`src/rtl/spg_pkg.sv`:
```
// spg_pkg: shared widths, codes and types for the step pulse generator
// used by every module under rtl/, depends on nothing
`timescale 1ns / 1ps
`default_nettype none

package spg_pkg;

    localparam int TIMEBASE_BITS    = 16;
    localparam int FREQ_BITS        = 16;
    localparam int SPR_BITS         = 12;
    localparam int POSITION_BITS    = 12;
    localparam int DIR_SEL_BITS     = 2;
    localparam int COUNTER_BITS_DEF = 16;
    localparam int MAX_COUNTER_BITS = 32;
    localparam int QUEUE_DEPTH      = 2;
    localparam int CFG_INDEX_BITS   = 2;
    localparam int CFG_DATA_BITS    = 16;

    localparam logic [TIMEBASE_BITS-1:0] TIMEBASE_RESET = 16'd10000;
    localparam logic [SPR_BITS-1:0]      SPR_RESET      = 12'd3200;

    // configuration register indexes
    localparam logic [CFG_INDEX_BITS-1:0] CFG_IDX_TIMEBASE = 2'd0;
    localparam logic [CFG_INDEX_BITS-1:0] CFG_IDX_SPR      = 2'd1;

    // input codes
    localparam logic CMD_TICK  = 1'b0;
    localparam logic CMD_SPEED = 1'b1;
    localparam logic [DIR_SEL_BITS-1:0] DIRECTION_CW  = 2'd0;
    localparam logic [DIR_SEL_BITS-1:0] DIRECTION_ACW = 2'd1;

    // direction pin levels
    localparam logic DIR_LEVEL_CW  = 1'b0;
    localparam logic DIR_LEVEL_ACW = 1'b1;

    typedef enum logic [1:0] {
        OP_TICK,
        OP_SET,
        OP_STOP
    } t_op;

    typedef enum logic [1:0] {
        DIR_CMD_CW,
        DIR_CMD_ACW,
        DIR_CMD_KEEP
    } t_dir_cmd;

    typedef struct packed {
        t_op                  op;
        logic [FREQ_BITS-1:0] freq;
        t_dir_cmd             dir;
    } t_item;

    typedef struct packed {
        logic                     start;
        logic [TIMEBASE_BITS-1:0] dividend;
        logic [TIMEBASE_BITS-1:0] divisor;
    } t_div_req;

    typedef struct packed {
        logic                     done;
        logic [TIMEBASE_BITS-1:0] quotient;
    } t_div_rsp;

endpackage

`default_nettype wire

```
`src/rtl/step_pulse_generator_with_position.sv`:
```
// Step/direction pulse generator: tick and stop requests sustain one request per cycle while
// the output is ready and no division runs; a set-speed request with nonzero frequency
// holds the back end in the serial divider (one quotient bit per cycle).
// A two-entry queue lets the front keep accepting while the back end divides or stalls.
// Synchronous active-low reset clears state and registers timebase to 10000, steps to 3200.
`timescale 1ns / 1ps
`default_nettype none

module step_pulse_generator_with_position
    import spg_pkg::*;
#(
    parameter int COUNTER_BITS = COUNTER_BITS_DEF
) (
    input  wire logic                      i_clk,
    input  wire logic                      i_rst_n,
    input  wire logic                      i_in_valid,
    output logic                           o_in_ready,
    input  wire logic                      i_cmd,
    input  wire logic [FREQ_BITS-1:0]      i_freq,
    input  wire logic [DIR_SEL_BITS-1:0]   i_direction,
    output logic                           o_out_valid,
    input  wire logic                      i_out_ready,
    output logic                           o_pulse_level,
    output logic                           o_dir_level,
    output logic [POSITION_BITS-1:0]       o_position,
    output logic                           o_update_event,
    input  wire logic                      i_cfg_valid,
    output logic                           o_cfg_ready,
    input  wire logic [CFG_INDEX_BITS-1:0] i_cfg_index,
    input  wire logic [CFG_DATA_BITS-1:0]  i_cfg_data
);

    logic [TIMEBASE_BITS-1:0] r_timebase;
    logic [SPR_BITS-1:0]      r_steps_per_rev;
    logic                     w_head_valid;
    t_item                    w_head;
    logic                     w_pop;
    t_div_req                 w_div_req;
    t_div_rsp                 w_div_rsp;

    assign o_cfg_ready = 1'b1;

    always_ff @(posedge i_clk) begin
        if (!i_rst_n) begin
            r_timebase      <= TIMEBASE_RESET;
            r_steps_per_rev <= SPR_RESET;
        end else if (i_cfg_valid) begin
            unique case (i_cfg_index)
                CFG_IDX_TIMEBASE: r_timebase      <= i_cfg_data[TIMEBASE_BITS-1:0];
                CFG_IDX_SPR:      r_steps_per_rev <= i_cfg_data[SPR_BITS-1:0];
                default: begin
                    r_timebase <= r_timebase;
                end
            endcase
        end
    end

    spg_front u_front (
        .i_clk        (i_clk),
        .i_rst_n      (i_rst_n),
        .i_in_valid   (i_in_valid),
        .o_in_ready   (o_in_ready),
        .i_cmd        (i_cmd),
        .i_freq       (i_freq),
        .i_direction  (i_direction),
        .o_head_valid (w_head_valid),
        .o_head       (w_head),
        .i_pop        (w_pop)
    );

    spg_div u_div (
        .i_clk   (i_clk),
        .i_rst_n (i_rst_n),
        .i_req   (w_div_req),
        .o_rsp   (w_div_rsp)
    );

    spg_back #(
        .COUNTER_BITS (COUNTER_BITS)
    ) u_back (
        .i_clk           (i_clk),
        .i_rst_n         (i_rst_n),
        .i_head_valid    (w_head_valid),
        .i_head          (w_head),
        .o_pop           (w_pop),
        .i_timebase      (r_timebase),
        .i_steps_per_rev (r_steps_per_rev),
        .o_div_req       (w_div_req),
        .i_div_rsp       (w_div_rsp),
        .o_out_valid     (o_out_valid),
        .i_out_ready     (i_out_ready),
        .o_pulse_level   (o_pulse_level),
        .o_dir_level     (o_dir_level),
        .o_position      (o_position),
        .o_update_event  (o_update_event)
    );

endmodule

`default_nettype wire

```
`src/rtl/spg_front.sv`:
```
// spg_front: accepts requests, classifies them and queues them for the back end
// depends on spg_pkg
`timescale 1ns / 1ps
`default_nettype none

module spg_front
    import spg_pkg::*;
(
    input  wire logic                    i_clk,
    input  wire logic                    i_rst_n,
    input  wire logic                    i_in_valid,
    output logic                         o_in_ready,
    input  wire logic                    i_cmd,
    input  wire logic [FREQ_BITS-1:0]    i_freq,
    input  wire logic [DIR_SEL_BITS-1:0] i_direction,
    output logic                         o_head_valid,
    output t_item                        o_head,
    input  wire logic                    i_pop
);

    localparam int PTR_BITS = (QUEUE_DEPTH > 1) ? $clog2(QUEUE_DEPTH) : 1;
    localparam int CNT_BITS = $clog2(QUEUE_DEPTH + 1);

    t_item                r_mem [QUEUE_DEPTH];
    logic [PTR_BITS-1:0]  r_wr_ptr, n_wr_ptr;
    logic [PTR_BITS-1:0]  r_rd_ptr, n_rd_ptr;
    logic [CNT_BITS-1:0]  r_count, n_count;
    t_item                w_item;
    logic                 w_push;
    logic                 w_pop;

    always_comb begin
        w_item.freq = i_freq;
        if (i_cmd == CMD_SPEED) begin
            w_item.op = (i_freq != '0) ? OP_SET : OP_STOP;
        end else begin
            w_item.op = OP_TICK;
        end
        unique case (i_direction)
            DIRECTION_CW:  w_item.dir = DIR_CMD_CW;
            DIRECTION_ACW: w_item.dir = DIR_CMD_ACW;
            default:       w_item.dir = DIR_CMD_KEEP;
        endcase
    end

    assign o_in_ready   = (r_count < CNT_BITS'(QUEUE_DEPTH));
    assign o_head_valid = (r_count != '0);
    assign o_head       = r_mem[r_rd_ptr];
    assign w_push       = i_in_valid && o_in_ready;
    assign w_pop        = i_pop && o_head_valid;

    always_comb begin
        n_wr_ptr = r_wr_ptr;
        n_rd_ptr = r_rd_ptr;
        if (w_push) begin
            n_wr_ptr = (r_wr_ptr == PTR_BITS'(QUEUE_DEPTH - 1)) ? '0 : r_wr_ptr + 1'b1;
        end
        if (w_pop) begin
            n_rd_ptr = (r_rd_ptr == PTR_BITS'(QUEUE_DEPTH - 1)) ? '0 : r_rd_ptr + 1'b1;
        end
        unique case ({w_push, w_pop})
            2'b10:   n_count = r_count + 1'b1;
            2'b01:   n_count = r_count - 1'b1;
            default: n_count = r_count;
        endcase
    end

    always_ff @(posedge i_clk) begin
        if (!i_rst_n) begin
            r_wr_ptr <= '0;
            r_rd_ptr <= '0;
            r_count  <= '0;
        end else begin
            r_wr_ptr <= n_wr_ptr;
            r_rd_ptr <= n_rd_ptr;
            r_count  <= n_count;
        end
    end

    always_ff @(posedge i_clk) begin
        if (w_push) begin
            r_mem[r_wr_ptr] <= w_item;
        end
    end

endmodule

`default_nettype wire

```
`src/rtl/spg_div.sv`:
```
// spg_div: restoring divider for timebase / freq, one quotient bit per cycle
// depends on spg_pkg
`timescale 1ns / 1ps
`default_nettype none

module spg_div
    import spg_pkg::*;
(
    input  wire logic     i_clk,
    input  wire logic     i_rst_n,
    input  wire t_div_req i_req,
    output t_div_rsp      o_rsp
);

    localparam int BITS     = TIMEBASE_BITS;
    localparam int CNT_BITS = $clog2(BITS);

    logic                r_busy;
    logic                r_done;
    logic [CNT_BITS-1:0] r_cnt;
    logic [BITS-1:0]     r_rem, n_rem;
    logic [BITS-1:0]     r_quo, n_quo;
    logic [BITS-1:0]     r_divisor;
    logic [BITS:0]       w_rem_shift;
    logic [BITS:0]       w_rem_sub;
    logic                w_fits;

    always_comb begin
        w_rem_shift = {r_rem, r_quo[BITS-1]};
        w_rem_sub   = w_rem_shift - {1'b0, r_divisor};
        w_fits      = !w_rem_sub[BITS];
        n_rem       = w_fits ? w_rem_sub[BITS-1:0] : w_rem_shift[BITS-1:0];
        n_quo       = {r_quo[BITS-2:0], w_fits};
    end

    always_ff @(posedge i_clk) begin
        if (!i_rst_n) begin
            r_busy    <= 1'b0;
            r_done    <= 1'b0;
            r_cnt     <= '0;
            r_rem     <= '0;
            r_quo     <= '0;
            r_divisor <= '0;
        end else begin
            r_done <= 1'b0;
            if (i_req.start) begin
                r_busy    <= 1'b1;
                r_cnt     <= CNT_BITS'(BITS - 1);
                r_rem     <= '0;
                r_quo     <= i_req.dividend;
                r_divisor <= i_req.divisor;
            end else if (r_busy) begin
                r_rem <= n_rem;
                r_quo <= n_quo;
                if (r_cnt == '0) begin
                    r_busy <= 1'b0;
                    r_done <= 1'b1;
                end else begin
                    r_cnt <= r_cnt - 1'b1;
                end
            end
        end
    end

    assign o_rsp.done     = r_done;
    assign o_rsp.quotient = r_quo;

endmodule

`default_nettype wire

```
`src/rtl/spg_back.sv`:
```
// spg_back: tick counter, speed setup, position counter and result register
// depends on spg_pkg, drives spg_div through a request struct
`timescale 1ns / 1ps
`default_nettype none

module spg_back
    import spg_pkg::*;
#(
    parameter int COUNTER_BITS = COUNTER_BITS_DEF
) (
    input  wire logic                     i_clk,
    input  wire logic                     i_rst_n,
    input  wire logic                     i_head_valid,
    input  wire t_item                    i_head,
    output logic                          o_pop,
    input  wire logic [TIMEBASE_BITS-1:0] i_timebase,
    input  wire logic [SPR_BITS-1:0]      i_steps_per_rev,
    output t_div_req                      o_div_req,
    input  wire t_div_rsp                 i_div_rsp,
    output logic                          o_out_valid,
    input  wire logic                     i_out_ready,
    output logic                          o_pulse_level,
    output logic                          o_dir_level,
    output logic [POSITION_BITS-1:0]      o_position,
    output logic                          o_update_event
);

    typedef enum logic {
        S_RUN,
        S_DIV
    } t_state;

    t_state                    r_state, n_state;
    logic [COUNTER_BITS-1:0]   r_tick_count, n_tick_count;
    logic [COUNTER_BITS-1:0]   r_period, n_period;
    logic [COUNTER_BITS-1:0]   r_compare, n_compare;
    logic                      r_running, n_running;
    logic                      r_dir, n_dir;
    logic [POSITION_BITS-1:0]  r_position, n_position;
    logic                      r_out_valid, n_out_valid;
    logic                      r_pulse, n_pulse;
    logic                      r_event, n_event;

    logic                      w_out_free;
    logic                      w_take;
    logic [POSITION_BITS:0]    w_pos_inc;
    logic [POSITION_BITS-1:0]  w_pos_dec;
    logic [POSITION_BITS-1:0]  w_pos_step;
    logic [TIMEBASE_BITS-1:0]  w_period_q;
    logic [MAX_COUNTER_BITS-1:0] w_period_ext;
    logic                      w_dir_new;

    assign w_out_free = !r_out_valid || i_out_ready;
    assign w_take     = (r_state == S_RUN) && i_head_valid && w_out_free;
    assign o_pop      = w_take;

    // position steps with wrap inside 0..steps_per_rev
    always_comb begin
        w_pos_inc = {1'b0, r_position} + 1'b1;
        w_pos_dec = r_position - 1'b1;
        if (r_dir == DIR_LEVEL_CW) begin
            w_pos_step = (w_pos_inc > {1'b0, i_steps_per_rev}) ? '0
                                                              : w_pos_inc[POSITION_BITS-1:0];
        end else if (r_position == '0) begin
            w_pos_step = i_steps_per_rev;
        end else begin
            w_pos_step = (w_pos_dec > i_steps_per_rev) ? '0 : w_pos_dec;
        end
    end

    // period from quotient, a zero quotient gives a period of one
    always_comb begin
        w_period_q   = (i_div_rsp.quotient == '0) ? TIMEBASE_BITS'(1)
                                                  : i_div_rsp.quotient - 1'b1;
        w_period_ext = MAX_COUNTER_BITS'(w_period_q);
    end

    always_comb begin
        unique case (i_head.dir)
            DIR_CMD_CW:  w_dir_new = DIR_LEVEL_CW;
            DIR_CMD_ACW: w_dir_new = DIR_LEVEL_ACW;
            default:     w_dir_new = r_dir;
        endcase
    end

    always_comb begin
        n_state      = r_state;
        n_tick_count = r_tick_count;
        n_period     = r_period;
        n_compare    = r_compare;
        n_running    = r_running;
        n_dir        = r_dir;
        n_position   = r_position;
        n_out_valid  = r_out_valid && !i_out_ready;
        n_pulse      = r_pulse;
        n_event      = r_event;

        o_div_req.start    = 1'b0;
        o_div_req.dividend = i_timebase;
        o_div_req.divisor  = i_head.freq;

        unique case (r_state)
            S_RUN: begin
                if (w_take) begin
                    unique case (i_head.op)
                        OP_TICK: begin
                            if (r_tick_count == r_period) begin
                                n_tick_count = '0;
                                n_event      = 1'b1;
                                // compare nonzero implies period / compare >= 2
                                if (r_running && (r_compare != '0)) begin
                                    n_position = w_pos_step;
                                end
                            end else begin
                                n_tick_count = r_tick_count + 1'b1;
                                n_event      = 1'b0;
                            end
                            n_pulse     = (n_tick_count < r_compare);
                            n_out_valid = 1'b1;
                        end
                        OP_STOP: begin
                            n_compare   = '0;
                            n_running   = 1'b0;
                            n_dir       = w_dir_new;
                            n_pulse     = 1'b0;
                            n_event     = 1'b0;
                            n_out_valid = 1'b1;
                        end
                        OP_SET: begin
                            n_dir           = w_dir_new;
                            o_div_req.start = 1'b1;
                            n_state         = S_DIV;
                        end
                        default: begin
                            n_state = S_RUN;
                        end
                    endcase
                end
            end
            S_DIV: begin
                if (i_div_rsp.done) begin
                    n_period    = w_period_ext[COUNTER_BITS-1:0];
                    n_compare   = n_period >> 1;
                    n_running   = 1'b1;
                    n_pulse     = (r_tick_count < n_compare);
                    n_event     = 1'b0;
                    n_out_valid = 1'b1;
                    n_state     = S_RUN;
                end
            end
            default: begin
                n_state = S_RUN;
            end
        endcase
    end

    always_ff @(posedge i_clk) begin
        if (!i_rst_n) begin
            r_state      <= S_RUN;
            r_tick_count <= '0;
            r_period     <= '0;
            r_compare    <= '0;
            r_running    <= 1'b0;
            r_dir        <= DIR_LEVEL_CW;
            r_position   <= '0;
            r_out_valid  <= 1'b0;
            r_pulse      <= 1'b0;
            r_event      <= 1'b0;
        end else begin
            r_state      <= n_state;
            r_tick_count <= n_tick_count;
            r_period     <= n_period;
            r_compare    <= n_compare;
            r_running    <= n_running;
            r_dir        <= n_dir;
            r_position   <= n_position;
            r_out_valid  <= n_out_valid;
            r_pulse      <= n_pulse;
            r_event      <= n_event;
        end
    end

    assign o_out_valid    = r_out_valid;
    assign o_pulse_level  = r_pulse;
    assign o_dir_level    = r_dir;
    assign o_position     = r_position;
    assign o_update_event = r_event;

endmodule

`default_nettype wire
```
`config.mk`:
```
export PLATFORM = sky130hd
export DESIGN_NAME = step_pulse_generator_with_position
export DESIGN_NICKNAME = d
export VERILOG_FILES = /design/src/rtl/spg_pkg.sv /design/src/rtl/step_pulse_generator_with_position.sv /design/src/rtl/spg_front.sv /design/src/rtl/spg_div.sv /design/src/rtl/spg_back.sv
export SDC_FILE = /design/constraint.sdc
export NUM_CORES = 1
export LEC_CHECK = 0
export ABC_AREA = 1
export BUFFER_PORTS_ARGS = -buffer_cell sky130_fd_sc_hd__buf_2
export CAP_MARGIN = 20
export CORE_AREA = 2 2 152 154
export CTS_BUF_LIST = sky130_fd_sc_hd__clkbuf_8
export DETAILED_ROUTE_END_ITERATION = 16
export DIE_AREA = 0 0 154 156
export GPL_ROUTABILITY_DRIVEN = 0
export HOLD_SLACK_MARGIN = 0.12
export MAX_ROUTING_LAYER = met4
export PLACE_DENSITY_LB_ADDON = 0.1
export SLEW_MARGIN = 20
export SYNTH_ARGS = -nofsm -noshare
export SYNTH_HDL_FRONTEND = slang
export SYNTH_HIERARCHICAL = 1
export SYNTH_SLANG_ARGS = --single-unit
export TNS_END_PERCENT = 5
```
`constraint.sdc`:
```
create_clock -name i_clk -period 7.7 [get_ports i_clk]
set_input_delay 0.77 -clock i_clk [delete_from_list [all_inputs] [get_ports i_clk]]
set_output_delay 0.77 -clock i_clk [all_outputs]
set_load 0.02 [all_outputs]
```
==> results.ini <==
[die]
start_util=0.539
io_pins=60
die_area_mm2=0.0240
die_w_um=154
core_mm2=0.0224
die_h_um=156
placementRows=55

[global_routing]
grt_usage=0.242
met1_usage=0.345
gr-usage-met2=0.367
busiest_layer=met2
grt_overflow=0
gr-usage-met3=0.0286
grt_pass1_wl_mm=45.8
grt_max_degree=92
grt_pass1_vias=9306
antenna_found_initial=0

[setup_path]
path_buf_inv=3
worstSetupPathType=flop to flop
crit_fanout=35
rr_worst_depth=8
cp_data_required_time_ns=8.05
max_stage_delay_ns=0.94
crit_family=buffers and inverters
cp_cell_sequence=mux2_2 -> inv_1 -> ha_1 -> nand2_1 -> inv_1 -> clkinv_1 -> nand2_1 -> nor3_1
worst-path-stages=8
crit_path_top_delay_cell=dfxtp_1
r2r-end=u_div/r_done
end_kind=flop
cp.arrival_ns=4.26
start_kind=flop
r2r_slack_ns=3.78

[final_layout]
finalNonFillerCells=1988
nFillCells=2198
area_growth_pct=5.21
antenna_cells=0
nNetsFinal=1811
final_layout_size_suffix_gt1_frac=0.108
final_util=0.567

[timing]
worst_pin_slew_ns=0.908
period_share=0.508
grt_setup_unrepaired=false
max_freq_mhz=255
skew_ns=0.0261
layout_min_cycle_time_ns=3.92
whs_ns=0.460
fin_ws_ns=3.78
setup_tns_ns=0
final-hold-violation-count=0
slew_headroom=0.394
finalMaxSlewViolations=0
finalSetupViolations=0

[hold_path]
hp-class=input pin to flop
holdCritStartpoint=i_freq[5]
holdPathStages=1
holdPathEnd=u_front/r_mem[1][7]

[yosys]
synth_ff_type=dfxtp_1
synth_seq_cells=192
synth-edff-count=40
async_flop_share=0
synth_area_per_cell_um2=7.12
synth_most_common_cell=nand2_1
ys_warn_count=6
yosysTopAreaCell=dfxtp_1
synth_top_area_frac=0.253
syn_area_mm2=0.0120
yosysSeqAreaShare=0.352
synth_fp_nets=1814
synthTopCellsByArea=dfxtp_1, nand2_1, edfxtp_1, ha_1, inv_1
yosysUniqueCellTypes=54
syn_inst=1693
synth_commonest_cells=nand2_1, inv_1, dfxtp_1

[place]
dp_slack_ns=3.84
hpwl_mm=20.3
io_buffers=58
post-place-cells=1956

[clock_network]
root_buffer=clkbuf_8
clk_latency_ns=0.50
cts_hold_buf=0
cts_buffers=17
clockBufferDepth=2
cts_resized=0
cts_setup_buffers=0
htreeDepth=4
clk_pin_slew_ns=0.14
clock_sinks=192
cts_tree=built

[flow_run]
max_cap_violations=0

[routing]
postRouteAntennaNets=0
first_iter_violations=612
vias=10200
wl_per_cell_um=13.9
drcViolationCount=0
drt-pass1-iter-count=5
routed_wl_mm=27.7
viasPerCell=5.15

[power_and_ir_drop]
power-per-cell-area_mw_per_mm2=404
ir_drop_mv=0.208
cellLeakagePower_nw=5.89

[status]
status=complete, no violations

## cells by family after synthesis
kind of cell    Yosys count  share of synthesized area
simple gates            736                      0.271
buf+inv                 361                      0.130
compound gates          269                      0.120
flops                   192                      0.352
fa+ha+maj                79                     0.0827
xor+xnor                 35                     0.0254
mux                      20                     0.0187
other cells               1                   0.000311
## sequential cells by signal (all words and copies together), names as in the netlist, 15 cells and up, named ones only
name                 flops
u_front/r_mem           40
u_back/r_tick_count     16
u_div/r_divisor         16
r_timebase              16
u_div/r_quo             16
u_back/r_period         16
u_div/r_rem             16
u_back/r_compare        15
## layer usage
layer,up-vias,wire [µm]
met1,4602,14400
met3,25,1140
met2,206,11800
met4,0,361
met5,-,0
li1,5408,-
## worst reg2reg max path: cells and delay by family (launching register included)
| family | cells | cell delay [ns] |
|---|---|---|
| adders and majority gates | 1 | 0.14 |
| buffers and inverters | 3 | 1.30 |
| muxes | 1 | 0.44 |
| and+or+nand+nor | 3 | 0.95 |
| DFF | 1 | 0.94 |
## worst max path at each step
| stage | slack [ns] | to |
|---|---|---|
| global route | 3.36 | u_div/r_done |
| global placement | 3.89 | u_div/r_done |
| finish | 3.78 | u_div/r_done |
| detailed placement | 3.84 | u_div/r_done |
| floorplan | 4.96 | u_back/o_position[6] |
| CTS | 3.79 | u_div/r_done |
## stage by stage
step | power [mW] | area, µm²
4_1_cts | 5.12 | 12700
5_1_grt | 5.62 | 12700
2_1_floorplan | 3.79 | 12000
3_5_place_dp | 4.37 | 12200
3_3_place_gp | 4.30 | 12200
6_report | 5.12 | 12700
## layout by cell type, fill, tap and decap left out, drive strengths merged, types with 3 or more instances in the layout
| master | synthesis | layout |
|---|---|---|
| nand2 | 402 | 402 |
| inv | 272 | 282 |
| nor2 | 160 | 160 |
| a21oi | 153 | 153 |
| dfxtp | 152 | 152 |
| nand3 | 101 | 101 |
| o21ai | 90 | 90 |
| ha | 78 | 78 |
| buf | 59 | 64 |
| edfxtp | 40 | 40 |
| xor2 | 31 | 31 |
| nand4 | 20 | 20 |
| mux2 | 20 | 20 |
| nor3 | 20 | 20 |
| nand3b | 19 | 19 |
| clkbuf | 27 | 17 |
| a211oi | 12 | 12 |
| clkinv | 3 | 8 |
| nor4 | 6 | 6 |
| xnor2 | 4 | 4 |
| or2 | 4 | 4 |
| a31oi | 3 | 3 |
## where the power goes
| part | total [mW] | internal, mW | switching [mW] |
|---|---|---|---|
| combinational | 3.03 | 1.03 | 2.00 |
| sequential | 1.35 | 1.19 | 0.152 |
| clock | 0.744 | 0.273 | 0.471 |
## area by class of cell
| class | count | area (µm²) | area share |
|---|---|---|---|
| inverters | 275 | 1030 | 0.0814 |
| flip-flops and latches | 192 | 4240 | 0.335 |
| multi-input cells | 1140 | 6240 | 0.492 |
| well taps | 285 | 357 | 0.0281 |
| clock inverters | 15 | 233 | 0.0184 |
| repair buffers | 64 | 335 | 0.0265 |
| clock buffers | 17 | 234 | 0.0185 |
No activity file was read; power rests on OpenSTA's default activity.
